## src/rtl/core/plc_pkg.sv

```systemverilog
// Shared types, constants and microcode store for the PI + lead controller.
// No dependencies; every other file in rtl/core imports this package.
`default_nettype none

package plc_pkg;

   localparam int DATA_W    = 32;
   localparam int ACC_W     = 36;   // holds a sum of three 32-bit terms plus a 2*pi step
   localparam int PROD_W    = 2 * DATA_W;
   localparam int STEP_W    = 6;
   localparam int CSR_IDX_W = 3;

   localparam int DEF_CONTROLLER_KIND = 3;
   localparam int DEF_ANGLE_MODE      = 0;
   localparam int DEF_FRAC_BITS       = 14;

   // pi, 2*pi and 180/pi in Q30
   localparam longint PI_Q30     = 64'sd3373259426;
   localparam longint TWO_PI_Q30 = 64'sd6746518852;
   localparam longint DEG_Q30    = 64'sd61520874788;

   localparam logic signed [DATA_W-1:0] LIMIT_HI_RST = 32'sd1638383616;
   localparam logic signed [DATA_W-1:0] LIMIT_LO_RST = -32'sd1638383616;

   typedef enum logic [CSR_IDX_W-1:0] {
      CSR_PROP_GAIN      = 3'd0,
      CSR_LEAD_POLE      = 3'd1,
      CSR_LEAD_ZERO_GAIN = 3'd2,
      CSR_INT_GAIN       = 3'd3,
      CSR_INT_MAX        = 3'd4,
      CSR_INT_MIN        = 3'd5,
      CSR_OUT_MAX        = 3'd6,
      CSR_OUT_MIN        = 3'd7
   } csr_idx_type;

   typedef struct packed {
      logic                     en;
      csr_idx_type              index;
      logic signed [DATA_W-1:0] data;
   } csr_wr_type;

   // multiplier operand selects
   typedef enum logic [2:0] {
      MA_POLE, MA_ZERO, MA_B1, MA_KP, MA_IG, MA_RES
   } mul_a_type;

   typedef enum logic [2:0] {
      MB_LOUT, MB_MEAS, MB_LIN, MB_ERR, MB_IIN, MB_P, MB_DEG
   } mul_b_type;

   typedef enum logic [2:0] {
      AO_HOLD, AO_LOAD, AO_ADD, AO_SUB, AO_WRAP, AO_CLAMP_INT, AO_CLAMP_OUT
   } acc_op_type;

   typedef enum logic [3:0] {
      AS_ONE, AS_POLE, AS_ZERO, AS_QM, AS_TGT, AS_LOUT, AS_INTEG, AS_P, AS_SCALED
   } acc_src_type;

   // register writes of the accumulator take its saturated value
   typedef enum logic [3:0] {
      WR_NONE, WR_B1, WR_LEAD, WR_BYPASS, WR_ERR, WR_P, WR_INTEG, WR_NOINT, WR_RES
   } wr_dst_type;

   typedef enum logic [1:0] {
      JMP_NONE, JMP_ALWAYS, JMP_NOLEAD, JMP_NOINT
   } jmp_type;

   typedef struct packed {
      mul_a_type          mul_a;
      mul_b_type          mul_b;
      acc_op_type         acc_op;
      acc_src_type        acc_src;
      wr_dst_type         wr_dst;
      jmp_type            jmp;
      logic [STEP_W-1:0]  dest;
      logic               done;
   } plc_ctrl_type;

   localparam plc_ctrl_type CTRL_NOP = '{
      mul_a: MA_POLE, mul_b: MB_LOUT, acc_op: AO_HOLD, acc_src: AS_ONE,
      wr_dst: WR_NONE, jmp: JMP_NONE, dest: '0, done: 1'b0
   };

   localparam logic [STEP_W-1:0] STEP_BYPASS = 6'd9;
   localparam logic [STEP_W-1:0] STEP_ERR    = 6'd10;
   localparam logic [STEP_W-1:0] STEP_NOINT  = 6'd24;
   localparam logic [STEP_W-1:0] STEP_OUT    = 6'd25;
   localparam logic [STEP_W-1:0] STEP_LAST   = 6'd32;

   // Products pass through the product register and then the rounded-product register before use.
   function automatic plc_ctrl_type plc_ucode(input logic [STEP_W-1:0] addr);
      plc_ctrl_type c;
      c = CTRL_NOP;
      case (addr)
         // lead: b1 = 1 - pole - b0
         6'd0: begin
            c.acc_op = AO_LOAD; c.acc_src = AS_ONE;
            c.jmp = JMP_NOLEAD; c.dest = STEP_BYPASS;
         end
         6'd1: begin c.acc_op = AO_SUB; c.acc_src = AS_POLE; end
         6'd2: begin c.acc_op = AO_SUB; c.acc_src = AS_ZERO; end
         6'd3: begin c.wr_dst = WR_B1; c.mul_a = MA_POLE; c.mul_b = MB_LOUT; end
         6'd4: begin c.mul_a = MA_ZERO; c.mul_b = MB_MEAS; end
         6'd5: begin
            c.mul_a = MA_B1; c.mul_b = MB_LIN;
            c.acc_op = AO_LOAD; c.acc_src = AS_QM;
         end
         6'd6: begin c.acc_op = AO_ADD; c.acc_src = AS_QM; end
         6'd7: begin c.acc_op = AO_ADD; c.acc_src = AS_QM; end
         6'd8: begin c.wr_dst = WR_LEAD; c.jmp = JMP_ALWAYS; c.dest = STEP_ERR; end
         6'd9: begin c.wr_dst = WR_BYPASS; end
         // error and proportional term
         6'd10: begin c.acc_op = AO_LOAD; c.acc_src = AS_TGT; end
         6'd11: begin c.acc_op = AO_SUB; c.acc_src = AS_LOUT; end
         6'd12: begin c.acc_op = AO_WRAP; end
         6'd13: begin c.wr_dst = WR_ERR; end
         6'd14: begin c.mul_a = MA_KP; c.mul_b = MB_ERR; end
         6'd15: begin end
         6'd16: begin c.acc_op = AO_LOAD; c.acc_src = AS_QM; end
         6'd17: begin c.wr_dst = WR_P; c.jmp = JMP_NOINT; c.dest = STEP_NOINT; end
         // trapezoidal integrator
         6'd18: begin c.mul_a = MA_IG; c.mul_b = MB_IIN; end
         6'd19: begin
            c.mul_a = MA_IG; c.mul_b = MB_P;
            c.acc_op = AO_LOAD; c.acc_src = AS_INTEG;
         end
         6'd20: begin c.acc_op = AO_ADD; c.acc_src = AS_QM; end
         6'd21: begin c.acc_op = AO_ADD; c.acc_src = AS_QM; end
         6'd22: begin c.acc_op = AO_CLAMP_INT; end
         6'd23: begin c.wr_dst = WR_INTEG; c.jmp = JMP_ALWAYS; c.dest = STEP_OUT; end
         6'd24: begin c.wr_dst = WR_NOINT; end
         // output
         6'd25: begin c.acc_op = AO_LOAD; c.acc_src = AS_P; end
         6'd26: begin c.acc_op = AO_ADD; c.acc_src = AS_INTEG; end
         6'd27: begin c.wr_dst = WR_RES; end
         6'd28: begin c.mul_a = MA_RES; c.mul_b = MB_DEG; end
         6'd29: begin end
         6'd30: begin c.acc_op = AO_LOAD; c.acc_src = AS_SCALED; end
         6'd31: begin c.acc_op = AO_CLAMP_OUT; end
         6'd32: begin c.done = 1'b1; end
         default: begin c = CTRL_NOP; end
      endcase
      return c;
   endfunction

   function automatic logic signed [DATA_W-1:0] sat32(input logic signed [ACC_W-1:0] v);
      logic signed [ACC_W-1:0] hi;
      logic signed [ACC_W-1:0] lo;
      hi = {{(ACC_W-DATA_W+1){1'b0}}, {(DATA_W-1){1'b1}}};
      lo = {{(ACC_W-DATA_W+1){1'b1}}, {(DATA_W-1){1'b0}}};
      if (v > hi) return hi[DATA_W-1:0];
      if (v < lo) return lo[DATA_W-1:0];
      return v[DATA_W-1:0];
   endfunction

   function automatic logic signed [ACC_W-1:0] sext_acc(input logic signed [DATA_W-1:0] v);
      return {{(ACC_W-DATA_W){v[DATA_W-1]}}, v};
   endfunction

endpackage

`default_nettype wire

```

## src/rtl/core/plc_if.sv

```systemverilog
// Valid/ready channel interfaces: measurement request, result and register write.
// Depends on plc_pkg for field widths.
`default_nettype none

interface plc_req_if import plc_pkg::*; ();
   logic                     valid;
   logic                     ready;
   logic signed [DATA_W-1:0] measured_value;
   logic signed [DATA_W-1:0] target_value;

   modport source (output valid, measured_value, target_value, input ready);
   modport sink   (input valid, measured_value, target_value, output ready);
endinterface

interface plc_rsp_if import plc_pkg::*; ();
   logic                     valid;
   logic                     ready;
   logic signed [DATA_W-1:0] drive;
   logic signed [DATA_W-1:0] integral_value;

   modport source (output valid, drive, integral_value, input ready);
   modport sink   (input valid, drive, integral_value, output ready);
endinterface

interface plc_csr_if import plc_pkg::*; ();
   logic                     valid;
   logic                     ready;
   logic [CSR_IDX_W-1:0]     index;
   logic signed [DATA_W-1:0] data;

   modport source (output valid, index, data, input ready);
   modport sink   (input valid, index, data, output ready);
endinterface

`default_nettype wire

```

## src/rtl/core/plc_datapath.sv

```systemverilog
// Datapath of the PI + lead controller: settings, filter/integrator state,
// one shared 32x32 multiplier with rounding stage, and a 36-bit accumulator.
// Depends on plc_pkg; steered by microcode words from pi_lead_controller.
`default_nettype none

module plc_datapath import plc_pkg::*; #(
   parameter int ANGLE_MODE = DEF_ANGLE_MODE,
   parameter int FRAC_BITS  = DEF_FRAC_BITS
) (
   input  wire logic                     clock,
   input  wire logic                     reset,
   input  wire csr_wr_type               csr_wr,
   input  wire logic                     item_load,
   input  wire logic signed [DATA_W-1:0] item_meas,
   input  wire logic signed [DATA_W-1:0] item_tgt,
   input  wire plc_ctrl_type             ctrl,
   output logic signed [DATA_W-1:0]      drive_val,
   output logic signed [DATA_W-1:0]      integ_val
);

   localparam longint PI_L     = (PI_Q30 + (64'sd1 <<< (29 - FRAC_BITS))) >>> (30 - FRAC_BITS);
   localparam longint TWO_PI_L =
      (TWO_PI_Q30 + (64'sd1 <<< (29 - FRAC_BITS))) >>> (30 - FRAC_BITS);
   localparam longint DEG_L    = (DEG_Q30 + (64'sd1 <<< (29 - FRAC_BITS))) >>> (30 - FRAC_BITS);

   localparam logic signed [ACC_W-1:0]  PI_C     = PI_L[ACC_W-1:0];
   localparam logic signed [ACC_W-1:0]  TWO_PI_C = TWO_PI_L[ACC_W-1:0];
   localparam logic signed [DATA_W-1:0] DEG_C    = DEG_L[DATA_W-1:0];
   localparam logic signed [ACC_W-1:0]  ONE_C    = ACC_W'(64'sd1 <<< FRAC_BITS);
   localparam logic signed [PROD_W-1:0] HALF_C   = PROD_W'(64'sd1 <<< (FRAC_BITS - 1));

   // settings
   logic signed [DATA_W-1:0] kp_ff, pole_ff, zero_ff, ig_ff;
   logic signed [DATA_W-1:0] int_max_ff, int_min_ff, out_max_ff, out_min_ff;

   // loop state
   logic signed [DATA_W-1:0] lout_ff, lin_ff, integ_ff, iin_ff;

   // working registers
   logic signed [DATA_W-1:0] meas_ff, tgt_ff, b1_ff, err_ff, p_ff, res_ff;
   logic signed [PROD_W-1:0] prod_ff, prod_in;
   logic signed [DATA_W-1:0] qm_ff, qm_in;
   logic signed [ACC_W-1:0]  acc_ff, acc_in;

   logic signed [DATA_W-1:0] mul_a, mul_b, acc_opnd, acc_sat, clamp_val;
   logic signed [PROD_W-1:0] prod_rnd;
   logic signed [PROD_W-1:0] prod_shr;

   always_ff @(posedge clock) begin
      if (reset) begin
         kp_ff      <= '0;
         pole_ff    <= '0;
         zero_ff    <= '0;
         ig_ff      <= '0;
         int_max_ff <= LIMIT_HI_RST;
         int_min_ff <= LIMIT_LO_RST;
         out_max_ff <= LIMIT_HI_RST;
         out_min_ff <= LIMIT_LO_RST;
      end else if (csr_wr.en) begin
         unique case (csr_wr.index)
            CSR_PROP_GAIN:      kp_ff      <= csr_wr.data;
            CSR_LEAD_POLE:      pole_ff    <= csr_wr.data;
            CSR_LEAD_ZERO_GAIN: zero_ff    <= csr_wr.data;
            CSR_INT_GAIN:       ig_ff      <= csr_wr.data;
            CSR_INT_MAX:        int_max_ff <= csr_wr.data;
            CSR_INT_MIN:        int_min_ff <= csr_wr.data;
            CSR_OUT_MAX:        out_max_ff <= csr_wr.data;
            CSR_OUT_MIN:        out_min_ff <= csr_wr.data;
            default: begin end
         endcase
      end
   end

   always_comb begin
      case (ctrl.mul_a)
         MA_POLE: mul_a = pole_ff;
         MA_ZERO: mul_a = zero_ff;
         MA_B1:   mul_a = b1_ff;
         MA_KP:   mul_a = kp_ff;
         MA_IG:   mul_a = ig_ff;
         MA_RES:  mul_a = res_ff;
         default: mul_a = '0;
      endcase
      case (ctrl.mul_b)
         MB_LOUT: mul_b = lout_ff;
         MB_MEAS: mul_b = meas_ff;
         MB_LIN:  mul_b = lin_ff;
         MB_ERR:  mul_b = err_ff;
         MB_IIN:  mul_b = iin_ff;
         MB_P:    mul_b = p_ff;
         MB_DEG:  mul_b = DEG_C;
         default: mul_b = '0;
      endcase
   end

   // product, then round half up and saturate in the next stage
   assign prod_in  = mul_a * mul_b;
   assign prod_rnd = prod_ff + HALF_C;
   assign prod_shr = prod_rnd >>> FRAC_BITS;
   always_comb begin
      if (prod_shr > PROD_W'(64'sd2147483647))
         qm_in = {1'b0, {(DATA_W-1){1'b1}}};
      else if (prod_shr < -PROD_W'(64'sd2147483648))
         qm_in = {1'b1, {(DATA_W-1){1'b0}}};
      else
         qm_in = prod_shr[DATA_W-1:0];
   end

   always_ff @(posedge clock) begin
      prod_ff <= prod_in;
      qm_ff   <= qm_in;
   end

   always_comb begin
      case (ctrl.acc_src)
         AS_ONE:    acc_opnd = ONE_C[DATA_W-1:0];
         AS_POLE:   acc_opnd = pole_ff;
         AS_ZERO:   acc_opnd = zero_ff;
         AS_QM:     acc_opnd = qm_ff;
         AS_TGT:    acc_opnd = tgt_ff;
         AS_LOUT:   acc_opnd = lout_ff;
         AS_INTEG:  acc_opnd = integ_ff;
         AS_P:      acc_opnd = p_ff;
         AS_SCALED: acc_opnd = (ANGLE_MODE != 0) ? qm_ff : res_ff;
         default:   acc_opnd = '0;
      endcase
   end

   assign acc_sat = sat32(acc_ff);

   // integrator clamp tests the upper limit first, output clamp the lower
   always_comb begin
      clamp_val = acc_sat;
      if (ctrl.acc_op == AO_CLAMP_INT) begin
         if (acc_sat > int_max_ff)      clamp_val = int_max_ff;
         else if (acc_sat < int_min_ff) clamp_val = int_min_ff;
      end else begin
         if (acc_sat < out_min_ff)      clamp_val = out_min_ff;
         else if (acc_sat > out_max_ff) clamp_val = out_max_ff;
      end
   end

   always_comb begin
      acc_in = acc_ff;
      case (ctrl.acc_op)
         AO_HOLD: acc_in = acc_ff;
         AO_LOAD: acc_in = sext_acc(acc_opnd);
         AO_ADD:  acc_in = acc_ff + sext_acc(acc_opnd);
         AO_SUB:  acc_in = acc_ff - sext_acc(acc_opnd);
         AO_WRAP: begin
            // single 2*pi correction
            if (ANGLE_MODE != 0) begin
               if (acc_ff > PI_C)       acc_in = acc_ff - TWO_PI_C;
               else if (acc_ff < -PI_C) acc_in = acc_ff + TWO_PI_C;
            end
         end
         AO_CLAMP_INT, AO_CLAMP_OUT: acc_in = sext_acc(clamp_val);
         default: acc_in = acc_ff;
      endcase
   end

   always_ff @(posedge clock) begin
      acc_ff <= acc_in;
      if (item_load) begin
         meas_ff <= item_meas;
         tgt_ff  <= item_tgt;
      end
      case (ctrl.wr_dst)
         WR_B1:  b1_ff  <= acc_sat;
         WR_ERR: err_ff <= acc_sat;
         WR_P:   p_ff   <= acc_sat;
         WR_RES: res_ff <= acc_sat;
         default: begin end
      endcase
   end

   always_ff @(posedge clock) begin
      if (reset) begin
         lout_ff  <= '0;
         lin_ff   <= '0;
         integ_ff <= '0;
         iin_ff   <= '0;
      end else begin
         case (ctrl.wr_dst)
            WR_LEAD: begin
               lout_ff <= acc_sat;
               lin_ff  <= meas_ff;
            end
            WR_BYPASS: lout_ff <= meas_ff;
            WR_INTEG: begin
               integ_ff <= acc_sat;
               iin_ff   <= p_ff;
            end
            WR_NOINT: integ_ff <= '0;
            default: begin end
         endcase
      end
   end

   assign drive_val = acc_sat;
   assign integ_val = integ_ff;

endmodule

`default_nettype wire

```

## src/rtl/core/pi_lead_controller.sv

```systemverilog
// PI controller with Tustin lead compensator on the measurement, Q(32-F).F.
//
// Channels: req_chan takes one tick (measured_value, target_value); rsp_chan
// returns drive and integral_value for that tick; csr_chan writes one of the
// eight settings (index 0..7), always ready, and is to be used while idle.
// A step counter walks a microcode store of 33 words; each word steers the
// shared multiplier, the accumulator and the register writes in plc_datapath.
// The shared multiplier has a two-stage product/rounding path: every product
// passes through both stages before the accumulator can use it.
// One tick is processed at a time; a new request is taken in the cycle after
// the previous result has been loaded into the output register, even while
// that result still waits for the receiver.
// If the receiver stalls and a second result is ready, the sequencer holds on
// its final step until the output register frees up.
// Reset (synchronous, active high) clears the filter and integrator memory,
// the settings to their defaults and empties the output register.
`default_nettype none

module pi_lead_controller import plc_pkg::*; #(
   parameter int CONTROLLER_KIND = DEF_CONTROLLER_KIND,
   parameter int ANGLE_MODE      = DEF_ANGLE_MODE,
   parameter int FRAC_BITS       = DEF_FRAC_BITS
) (
   input wire logic    clock,
   input wire logic    reset,
   plc_req_if.sink     req_chan,
   plc_rsp_if.source   rsp_chan,
   plc_csr_if.sink     csr_chan
);

   localparam bit LEAD_EN = (CONTROLLER_KIND & 2) != 0;
   localparam bit INT_EN  = (CONTROLLER_KIND & 1) != 0;

   typedef enum logic [1:0] {
      ST_IDLE = 2'b01,
      ST_RUN  = 2'b10
   } state_type;

   state_type                state_ff, state_in;
   logic [STEP_W-1:0]        step_ff, step_in;
   logic                     rsp_valid_ff, rsp_valid_in;
   logic signed [DATA_W-1:0] drive_ff, integral_ff;

   plc_ctrl_type             ucode, ctrl;
   csr_wr_type               csr_wr;
   logic                     req_xfer, out_free, out_load, jump_taken;
   logic signed [DATA_W-1:0] drive_val, integ_val;

   assign req_chan.ready = (state_ff == ST_IDLE);
   assign req_xfer       = req_chan.valid && req_chan.ready;
   assign csr_chan.ready = 1'b1;

   assign csr_wr.en    = csr_chan.valid;
   assign csr_wr.index = csr_idx_type'(csr_chan.index);
   assign csr_wr.data  = csr_chan.data;

   assign ucode = plc_ucode(step_ff);
   assign ctrl  = (state_ff == ST_RUN) ? ucode : CTRL_NOP;

   assign out_free = !rsp_valid_ff || rsp_chan.ready;
   assign out_load = (state_ff == ST_RUN) && ucode.done && out_free;

   always_comb begin
      case (ucode.jmp)
         JMP_ALWAYS: jump_taken = 1'b1;
         JMP_NOLEAD: jump_taken = !LEAD_EN;
         JMP_NOINT:  jump_taken = !INT_EN;
         default:    jump_taken = 1'b0;
      endcase
   end

   always_comb begin
      state_in = state_ff;
      step_in  = step_ff;
      unique case (state_ff)
         ST_IDLE: begin
            if (req_xfer) begin
               state_in = ST_RUN;
               step_in  = '0;
            end
         end
         ST_RUN: begin
            if (ucode.done) begin
               if (out_free) state_in = ST_IDLE;
            end else if (jump_taken) begin
               step_in = ucode.dest;
            end else begin
               step_in = step_ff + STEP_W'(1);
            end
         end
         default: state_in = ST_IDLE;
      endcase
   end

   always_comb begin
      rsp_valid_in = rsp_valid_ff;
      if (out_load)           rsp_valid_in = 1'b1;
      else if (rsp_chan.ready) rsp_valid_in = 1'b0;
   end

   always_ff @(posedge clock) begin
      if (reset) begin
         state_ff     <= ST_IDLE;
         step_ff      <= '0;
         rsp_valid_ff <= 1'b0;
      end else begin
         state_ff     <= state_in;
         step_ff      <= step_in;
         rsp_valid_ff <= rsp_valid_in;
      end
   end

   always_ff @(posedge clock) begin
      if (out_load) begin
         drive_ff    <= drive_val;
         integral_ff <= integ_val;
      end
   end

   plc_datapath #(
      .ANGLE_MODE (ANGLE_MODE),
      .FRAC_BITS  (FRAC_BITS)
   ) u_datapath (
      .clock     (clock),
      .reset     (reset),
      .csr_wr    (csr_wr),
      .item_load (req_xfer),
      .item_meas (req_chan.measured_value),
      .item_tgt  (req_chan.target_value),
      .ctrl      (ctrl),
      .drive_val (drive_val),
      .integ_val (integ_val)
   );

   assign rsp_chan.valid          = rsp_valid_ff;
   assign rsp_chan.drive          = drive_ff;
   assign rsp_chan.integral_value = integral_ff;

   // a request transfer always starts the program at its first step
   a_start: assert property (@(posedge clock) disable iff (reset)
      req_xfer |=> (state_ff == ST_RUN) && (step_ff == '0))
      else $error("sequencer did not start at step zero");

   // the step counter stays inside the program
   a_step_range: assert property (@(posedge clock) disable iff (reset)
      (state_ff == ST_RUN) |-> (step_ff <= STEP_LAST))
      else $error("step counter beyond end of program");

   // a new result only appears after the final step of a run
   a_rsp_src: assert property (@(posedge clock) disable iff (reset)
      $rose(rsp_valid_ff) |-> $past(state_ff == ST_RUN) && $past(ucode.done))
      else $error("result raised outside the final step");

   // with the integrator disabled the reported integral is zero
   a_noint: assert property (@(posedge clock) disable iff (reset)
      (rsp_valid_ff && !INT_EN) |-> (integral_ff == '0))
      else $error("integral reported with integrator disabled");

endmodule

`default_nettype wire
```

## src/flat_wrapper.sv

```systemverilog
// flat-port wrapper written by rule: the top's interface ports become plain ports
module pi_lead_controller_flat import plc_pkg::*;
#(
   parameter int CONTROLLER_KIND = DEF_CONTROLLER_KIND,
   parameter int ANGLE_MODE      = DEF_ANGLE_MODE,
   parameter int FRAC_BITS       = DEF_FRAC_BITS
)
  (clock, reset, req_chan_valid, req_chan_measured_value, req_chan_target_value, req_chan_ready, rsp_chan_valid, rsp_chan_drive, rsp_chan_integral_value, rsp_chan_ready, csr_chan_valid, csr_chan_index, csr_chan_data, csr_chan_ready);
  plc_req_if req_chan_i ();
  plc_rsp_if rsp_chan_i ();
  plc_csr_if csr_chan_i ();
  input wire logic clock;
  input wire logic reset;
  input wire logic [$bits(req_chan_i.valid)-1:0] req_chan_valid;
  input wire logic [$bits(req_chan_i.measured_value)-1:0] req_chan_measured_value;
  input wire logic [$bits(req_chan_i.target_value)-1:0] req_chan_target_value;
  output wire logic [$bits(req_chan_i.ready)-1:0] req_chan_ready;
  output wire logic [$bits(rsp_chan_i.valid)-1:0] rsp_chan_valid;
  output wire logic [$bits(rsp_chan_i.drive)-1:0] rsp_chan_drive;
  output wire logic [$bits(rsp_chan_i.integral_value)-1:0] rsp_chan_integral_value;
  input wire logic [$bits(rsp_chan_i.ready)-1:0] rsp_chan_ready;
  input wire logic [$bits(csr_chan_i.valid)-1:0] csr_chan_valid;
  input wire logic [$bits(csr_chan_i.index)-1:0] csr_chan_index;
  input wire logic [$bits(csr_chan_i.data)-1:0] csr_chan_data;
  output wire logic [$bits(csr_chan_i.ready)-1:0] csr_chan_ready;
  assign req_chan_i.valid = req_chan_valid;
  assign req_chan_i.measured_value = req_chan_measured_value;
  assign req_chan_i.target_value = req_chan_target_value;
  assign req_chan_ready = req_chan_i.ready;
  assign rsp_chan_valid = rsp_chan_i.valid;
  assign rsp_chan_drive = rsp_chan_i.drive;
  assign rsp_chan_integral_value = rsp_chan_i.integral_value;
  assign rsp_chan_i.ready = rsp_chan_ready;
  assign csr_chan_i.valid = csr_chan_valid;
  assign csr_chan_i.index = csr_chan_index;
  assign csr_chan_i.data = csr_chan_data;
  assign csr_chan_ready = csr_chan_i.ready;
  pi_lead_controller #(.CONTROLLER_KIND(CONTROLLER_KIND), .ANGLE_MODE(ANGLE_MODE), .FRAC_BITS(FRAC_BITS)) u_core (.clock(clock), .reset(reset), .req_chan(req_chan_i), .rsp_chan(rsp_chan_i), .csr_chan(csr_chan_i));
endmodule
```

## config.mk

```make
export PLATFORM = sky130hd
export DESIGN_NAME = pi_lead_controller_flat
export DESIGN_NICKNAME = d
export VERILOG_FILES = /design/src/rtl/core/plc_pkg.sv /design/src/rtl/core/plc_if.sv /design/src/rtl/core/plc_datapath.sv /design/src/rtl/core/pi_lead_controller.sv /design/src/flat_wrapper.sv
export SDC_FILE = /design/constraint.sdc
export NUM_CORES = 2
export LEC_CHECK = 0
export BUFFER_PORTS_ARGS = -buffer_cell sky130_fd_sc_hd__buf_2
export CORE_MARGIN = 8
export CORE_UTILIZATION = 45
export DETAILED_ROUTE_END_ITERATION = 6
export GPL_TIMING_DRIVEN = 1
export PLACE_DENSITY_LB_ADDON = 0.2
export SYNTH_ARGS = -nofsm -noshare
export SYNTH_HDL_FRONTEND = slang
export SYNTH_SLANG_ARGS = --single-unit
```

## constraint.sdc

```tcl
create_clock -name clock -period 11.9 [get_ports clock]
set_clock_uncertainty 0.15 [all_clocks]
set_input_delay 1.19 -clock clock [delete_from_list [all_inputs] [get_ports clock]]
set_output_delay 1.19 -clock clock [all_outputs]
set_load 0.005 [all_outputs]
```

* Yosys cells after proc, flatten, opt, wreduce, memory -nomap -nowiden *
Index checks and enable logic that the tools add are counted.

word-level totals
  bits in writable memories = 0
  memories kept = 0
  input bits = 104
  bits in read-only memories = 0
  output and inout bits = 67
  latch bits = 0
  word-level logic and storage cells = 183
  register bits after elaboration = 781

cells by class
  reduce and logical (&&, ||, !) cells = 31
  muxes and demuxes = 37
  equality and inequality tests = 76
  order comparisons = 8
  div/mod/pow operators = 0
  add/subtract/negate cells = 4
  bitwise gates (word level) = 0
  shift operators = 0
  $mul = 1

operators by type and width
  cell                                                             count
  two-way mux 32 bit                                               10
  case mux 32 bit (9 select lines)                                 1
  case mux 32 bit (7 select lines)                                 1
  case mux 32 bit (6 select lines)                                 1
  case mux 36 bit (4 select lines)                                 1
  case mux 32 bit (2 select lines)                                 2
  equality test 6 x 5 -> 1 bit, second input constant              15
  adder 64 x 15 -> 64 bit, second input constant                   1
  greater-than comparator 32 bit                                   2
  < comparator 32 bit                                              2
  multiplier 32 x 32 -> 64 bit                                     1
  case mux 4 bit (8 select lines)                                  2
  greater-than comparator 50 x 32 -> 1 bit, second input constant  1
  < comparator 50 x 32 -> 1 bit, second input constant             1
  equality test 6 x 4 -> 1 bit, second input constant              7
  adder 36 x 32 -> 36 bit                                          1
  greater-than comparator 36 x 32 -> 1 bit, second input constant  1
  < comparator 36 x 32 -> 1 bit, second input constant             1
  case mux 6 bit (6 select lines)                                  1
  subtractor 36 x 32 -> 36 bit                                     1
  equality test 3 bit, second input constant                       11
  equality test 4 x 3 -> 1 bit, second input constant              8
  case mux 8 bit (4 select lines)                                  1
  two-way mux 26 bit                                               1
  other kinds (35)                                                 83

* Depth between registers and ports, before layout *
  depth in word-level cells = 10
  mapped depth = 45

* By module *
Synthesis repeated with hierarchy kept, for this count alone.

unflattened totals
  cell total of the unflattened synthesis = 8277
  area, all modules = 74785.5 um^2

modules (own cells, without submodules)
  module              cells each  area an instance (um^2)  instances  seq. area each (um^2)
  plc_datapath        8033        71653.7                  1          16195.5
  pi_lead_controller  244         3131.8                   1          2102.0

* Least setup slack after synthesis *
OpenSTA, ideal clock, no wires.

  path type = reg-to-reg
  start point = register u_core.step_ff[0]
  end point = register u_core.u_datapath.prod_ff[63]
  buffers on the path = 5
  arrival time = 10.490 ns
  path slack = 1.140 ns
  period minus slack after synthesis = 10.760 ns
  stages on the path, launching flop included = 40
  cell sequence = dfxtp_1 > inv_1 > ha_1 > buf_2 > and3_1 > o21ai_1 > a211oi_1 > clkbuf_1 > buf_1 > a22o_1 > a2111oi_0 > clkbuf_1 > nor2_1 > fa_1 > inv_1 > fa_1 > fa_1 > fa_1 > [4 not listed] > fa_1 > ha_1 > a21o_1 > a21o_1 > a21o_1 > a21o_1 > a21o_1 > a21o_1 > a21oi_1 > a2bb2oi_1 > o211ai_1 > nand2_1 > o311ai_1 > and2_1 > buf_2 > a31oi_1 > o21ai_1 > xnor2_1

on the way
  word-level cells in the longest chain between the ends = 6

RTL lines
  element                                                                                      line                                    RTL
  start: declaration                                                                           pi_lead_controller.sv:40                logic [STEP_W-1:0] step_ff, step_in;
  start signal: assignment                                                                     pi_lead_controller.sv:108               step_ff <= step_in;
  equality test 6 x 5 -> 1 bit, or another cell as far along                                   plc_pkg.sv:94                           case (addr)
  case mux 6 bit (6 select lines) *                                                            plc_pkg.sv:94
  two-way mux 26 bit *                                                                         pi_lead_controller.sv:58                assign ctrl = (state_ff == ST_RUN) ? ucode : CTRL_NOP;
  equality test 3 bit, or another cell as far along                                            plc_datapath.sv:84                      case (ctrl.mul_b)
  case mux 32 bit (7 select lines) / case mux 32 bit (6 select lines) (equally long branches)  plc_datapath.sv:84, plc_datapath.sv:75
  multiplier 32 x 32 -> 64 bit *                                                               plc_datapath.sv:97                      assign prod_in = mul_a * mul_b;
  via u_core.u_datapath.prod_in[63]                                                            plc_datapath.sv:41                      logic signed [PROD_W-1:0] prod_ff, prod_in;
  end signal: assignment                                                                       plc_datapath.sv:110                     prod_ff <= prod_in;
  end: declaration                                                                             plc_datapath.sv:41

Mark *: on every way through the listed nets, which the timed path passes. The rest lies on a longest branch.
A chain may end at the register's enable or synchronous reset.

* Worst setup path after layout *
  start point = register u_core.step_ff[0]
  end point = register u_core.u_datapath.prod_ff[62]

The elaborated chain is that of the path after synthesis.

==> results.rst <==
.. list-table::
   :header-rows: 1

   * - Metric
     - Value
   * - YS warnings
     - 0
   * - Nets
     - 9,782
   * - Y dimension of the die
     - 420 µm
   * - Antenna violations before repair
     - 17
   * - Synth Area in Adders
     - 35.3%
   * - Worst Hold Depth
     - 2
   * - GP Congestion
     - 0.991
   * - Setup violation total in the final timing report
     - 0
   * - R2r startpoint
     - u_core.step_ff[0]
   * - Worst hold path class
     - reg2reg
   * - Simple-gate share of the synthesized area
     - 14.9%
   * - Total via count after detailed routing
     - between 60k and 70k
   * - Layout-stage area growth over the synthesis result
     - 10.4%
   * - Cell area power density
     - 75.1 mW/mm²
   * - Port Buffer Count
     - roughly 170
   * - Max Clock Freq
     - around 86 MHz
   * - Sequential-to-total area share from yosys stat
     - 24.9%
   * - IO Pins
     - between 150 and 200
   * - Data required time at the worst endpoint
     - 12.37 ns
   * - Flip-flop count of the largest register, all copies and words added
     - around 50
   * - Post-Syn Nets
     - 9,719
   * - Mux share of post-synthesis cell area
     - 1.49%
   * - Cell-internal power
     - between 4 and 5 mW
   * - Crit path launch type
     - register
   * - Share of the clock period used by the worst path
     - 97.2%
   * - Post-synthesis compound-gate area fraction
     - 12.4%
   * - Max-capacitance violation count
     - 0
   * - Fraction of final layout cells sized beyond drive strength 1
     - 8.89%
   * - Sinks on the clock net
     - roughly 770
   * - Leakage power summed over all cells
     - roughly 35 nW
   * - Cell area after technology mapping
     - 0.0736 mm²
   * - Switching fraction of total power
     - 25.6%
   * - Largest register by flop count
     - u_core.u_datapath.prod_ff
   * - CP Capture Type
     - register
   * - Number of levels the H-tree was split into
     - 3
   * - VDD IR max
     - 0.000108 V
   * - Post-placement cell count
     - roughly 10k
   * - Area leader, netlist
     - fa_1
   * - Switch Pwr
     - about 1.6 mW
   * - Number of remaining DRC errors
     - 0
   * - Final number of max-transition violations
     - 0
   * - CP Class
     - reg2reg
   * - Min Tclk post-route
     - 11.57 ns
   * - Async set or reset register ratio after synthesis
     - 0%
   * - Post-DR vias/cell
     - 5.83
   * - Aggregate global routing overflow
     - 0
   * - Wire length of the first global-routing pass
     - between 400 and 500 mm
   * - Cell row count
     - 148
   * - Distinct cells, synth
     - between 100 and 150
   * - Maximum number of pins on one net before global-route repair
     - 139
   * - Worst R2R Setup Slack
     - approximately 0.33 ns
   * - Xor and xnor area share after synthesis
     - 1.89%
   * - Total global-route track usage
     - 32.6%
   * - Count of state elements after synthesis
     - 768
   * - Std-Cell Core Area
     - 0.163 mm²
   * - Wire length per cell
     - 27.6 µm
   * - Gate count of the mapped netlist
     - between 8k and 9k
   * - Data arrival time of the worst path
     - 12.04 ns
   * - Met3 Wirelength
     - around 30 mm
   * - Final Hold Viols
     - 0
   * - First-pass detailed-route iteration total
     - 6
   * - Max-Slew Margin vs Limit
     - roughly 17%
   * - Dominant combinational cell family by area after synthesis
     - adder cells
   * - Chip Width
     - 420 µm
   * - Yosys top cell area share
     - ~29%
   * - Number of enable-type register cells in the synthesized netlist
     - 292
   * - Power share of the clock group
     - 47.4%
   * - Sequential cell fraction of total power
     - 46.2%
   * - CP max stage cell
     - o311ai_1
   * - CTS resizes
     - 0
   * - Most common flop cell mapped by yosys
     - dfxtp_1
   * - Detailed placement HPWL
     - 226 mm
   * - Result of the run
     - finished, final reports clean
   * - DRC violation total after the first TritonRoute iteration
     - 6,895
   * - Crit Reg-Reg Endpoint
     - u_core.u_datapath.prod_ff[62]
   * - Total wire length
     - ~290 mm
   * - Die Area
     - 0.177 mm²
   * - Critical-path maximum fanout
     - 15
   * - WHS Endpoint
     - u_core.u_datapath.lin_ff[13]
   * - Startpoint of the worst hold path
     - u_core.u_datapath.lin_ff[13]
   * - Leading post-synthesis cells by cell area
     - fa_1 (29%), dfxtp_1 (13%), edfxtp_1 (12%), nand2_1 (6.9%), inv_1 (6.4%)
   * - Clock tree from TritonCTS
     - done
   * - Bufs on Longest Clock Path
     - 3
   * - Top-count cell post-synth
     - nand2_1
   * - Slew at the pin with the worst max-slew slack
     - 1.23 ns
   * - Top cell types by occurrence after synthesis
     - nand2_1 (1,358), inv_1 (1,262), fa_1 (1,082)
   * - Final core utilization
     - 50.0%
   * - Registers with the highest flip-flop counts
     - u_core.u_datapath.prod_ff (51), u_core.u_datapath.acc_ff (36)
   * - CP most frequent cell
     - fa_1
   * - Routed length on met1
     - 117 mm
   * - Average size of a mapped cell
     - 8.99 µm²
   * - Top routing layer used
     - met5
   * - Antenna viol nets, final
     - 0
   * - FF-to-FF path depth
     - 37
   * - Post CTS Setup Buffer Count
     - 0
   * - Root Buffer Master
     - clkbuf_16
   * - Unrepaired setup endpoints after global routing
     - no
   * - Post-CTS Hold Buffers
     - 0
   * - Filler-free cell count of the finished design
     - about 11k
   * - Cts bufs inserted
     - 87
   * - WL met2
     - 128 mm
   * - Number of global-route vias before repair
     - 62.4k
   * - Initial standard-cell utilization of the core
     - 45.2%
   * - Biggest cell delay along the critical path
     - 0.67 ns
   * - Filler Cells Inserted
     - 15.4k
   * - Register clock-pin slew on the reported worst setup and hold paths
     - 0.06 ns
   * - Fraction of power consumed by combinational cells
     - 6.4%
   * - Setup_tns
     - 0 ns
   * - Insertion delay to the later sink of the worst-skew pair
     - between 0.7 and 0.8 ns
## critical path, delay by kind of cell, from the launching register on
family,cells,cell delay (ns)
AND/OR/NAND/NOR,7,1.21
buffers and inverters,9,1.25
adder cells (fa/ha/maj),10,5.01
flip-flops,1,0.37
XOR/XNOR,1,0.16
AO/OA/AOI/OAI,9,3.01
multiplexers,1,0.31
## worst max path at each step
stage / cells past startpoint / startpoint / slack, ns / to
detailed placement: 34 / u_core.step_ff[0] / 0.38 / u_core.u_datapath.prod_ff[62]
global placement: 37 / u_core.step_ff[0] / 0.48 / u_core.u_datapath.prod_ff[62]
finish: 37 / u_core.step_ff[0] / 0.33 / u_core.u_datapath.prod_ff[62]
floorplan: 39 / u_core.step_ff[0] / 1.14 / u_core.u_datapath.prod_ff[63]
global route: 37 / u_core.step_ff[0] / 0.01 / u_core.u_datapath.prod_ff[57]
CTS: 37 / u_core.step_ff[0] / 0.32 / u_core.u_datapath.prod_ff[63]
## layout make-up
| class | count | area [µm²] | share of cell area (%) |
|---|---|---|---|
| Multi-Input combinational cell | 5679 | 49300 | 60.6 |
| Sequential cell | 768 | 18300 | 22.5 |
| Inverter | 1263 | 4740 | 5.84 |
| Timing Repair Buffer | 450 | 3140 | 3.87 |
| Tap cell | 2175 | 2720 | 3.35 |
| Clock buffer | 125 | 2580 | 3.18 |
| Clock inverter | 39 | 470 | 0.579 |
| Antenna cell | 7 | 17.5 | 0.0216 |
## cell families after synthesis
group           count (synthesis)
flops                         768
xor+xnor                      159
mux                           106
buf+inv                      1739
other cells                     1
simple gates                 2598
compound gates               1386
fa+ha+maj                    1429
## stage by stage
step	setup WS, ns	total power, mW	instance area [µm²]	hold slack (ns)
2_1_floorplan	1.14	3.05	73600	0.274
3_3_place_gp	0.483	3.24	78100	0.292
3_5_place_dp	0.376	3.25	78100	0.296
4_1_cts	0.316	6.11	81200	0.305
5_1_grt	0.0125	6.24	81200	0.317
6_report	0.329	6.10	81200	0.304
## power groups by stage
stage                     Sequential, mW  Combinational (mW)  Clock (mW)
after floorplan                     2.84               0.217           0
final                               2.82               0.390        2.89
after global routing                2.82               0.410        3.02
after CTS                           2.81               0.378        2.92
after global placement              2.87               0.372           0
after detailed placement            2.87               0.376           0
## per-layer routing
metal,up-vias,track usage [%]
li1,26400,-
met4,8,15.2
met1,30800,44.0
met5,-,0
met3,696,6.98
met2,3312,50.2
## cell usage in the layout, fill, tap and decap left out, types with 30 or more instances in the layout
cell       instances
a22o_1            68
a21oi_1          559
nand3b_1          34
o21a_1            31
buf_4            267
fa_1            1082
a22oi_1           70
and2_1            62
xor2_1            50
a211oi_1          49
nand3_1           60
nand2_1         1353
inv_1           1261
xnor2_1          109
clkbuf_16         93
o21ai_0          170
a221o_1           39
ha_1             347
mux2i_1           87
nor2_1           756
a21o_1            78
nor2b_1           46
nand2b_1          37
a2111o_1          30
buf_2            168
edfxtp_1         292
nand4_1           52
dfxtp_1          476
nor3_1            67
No activity file was read; power rests on OpenSTA's default activity.
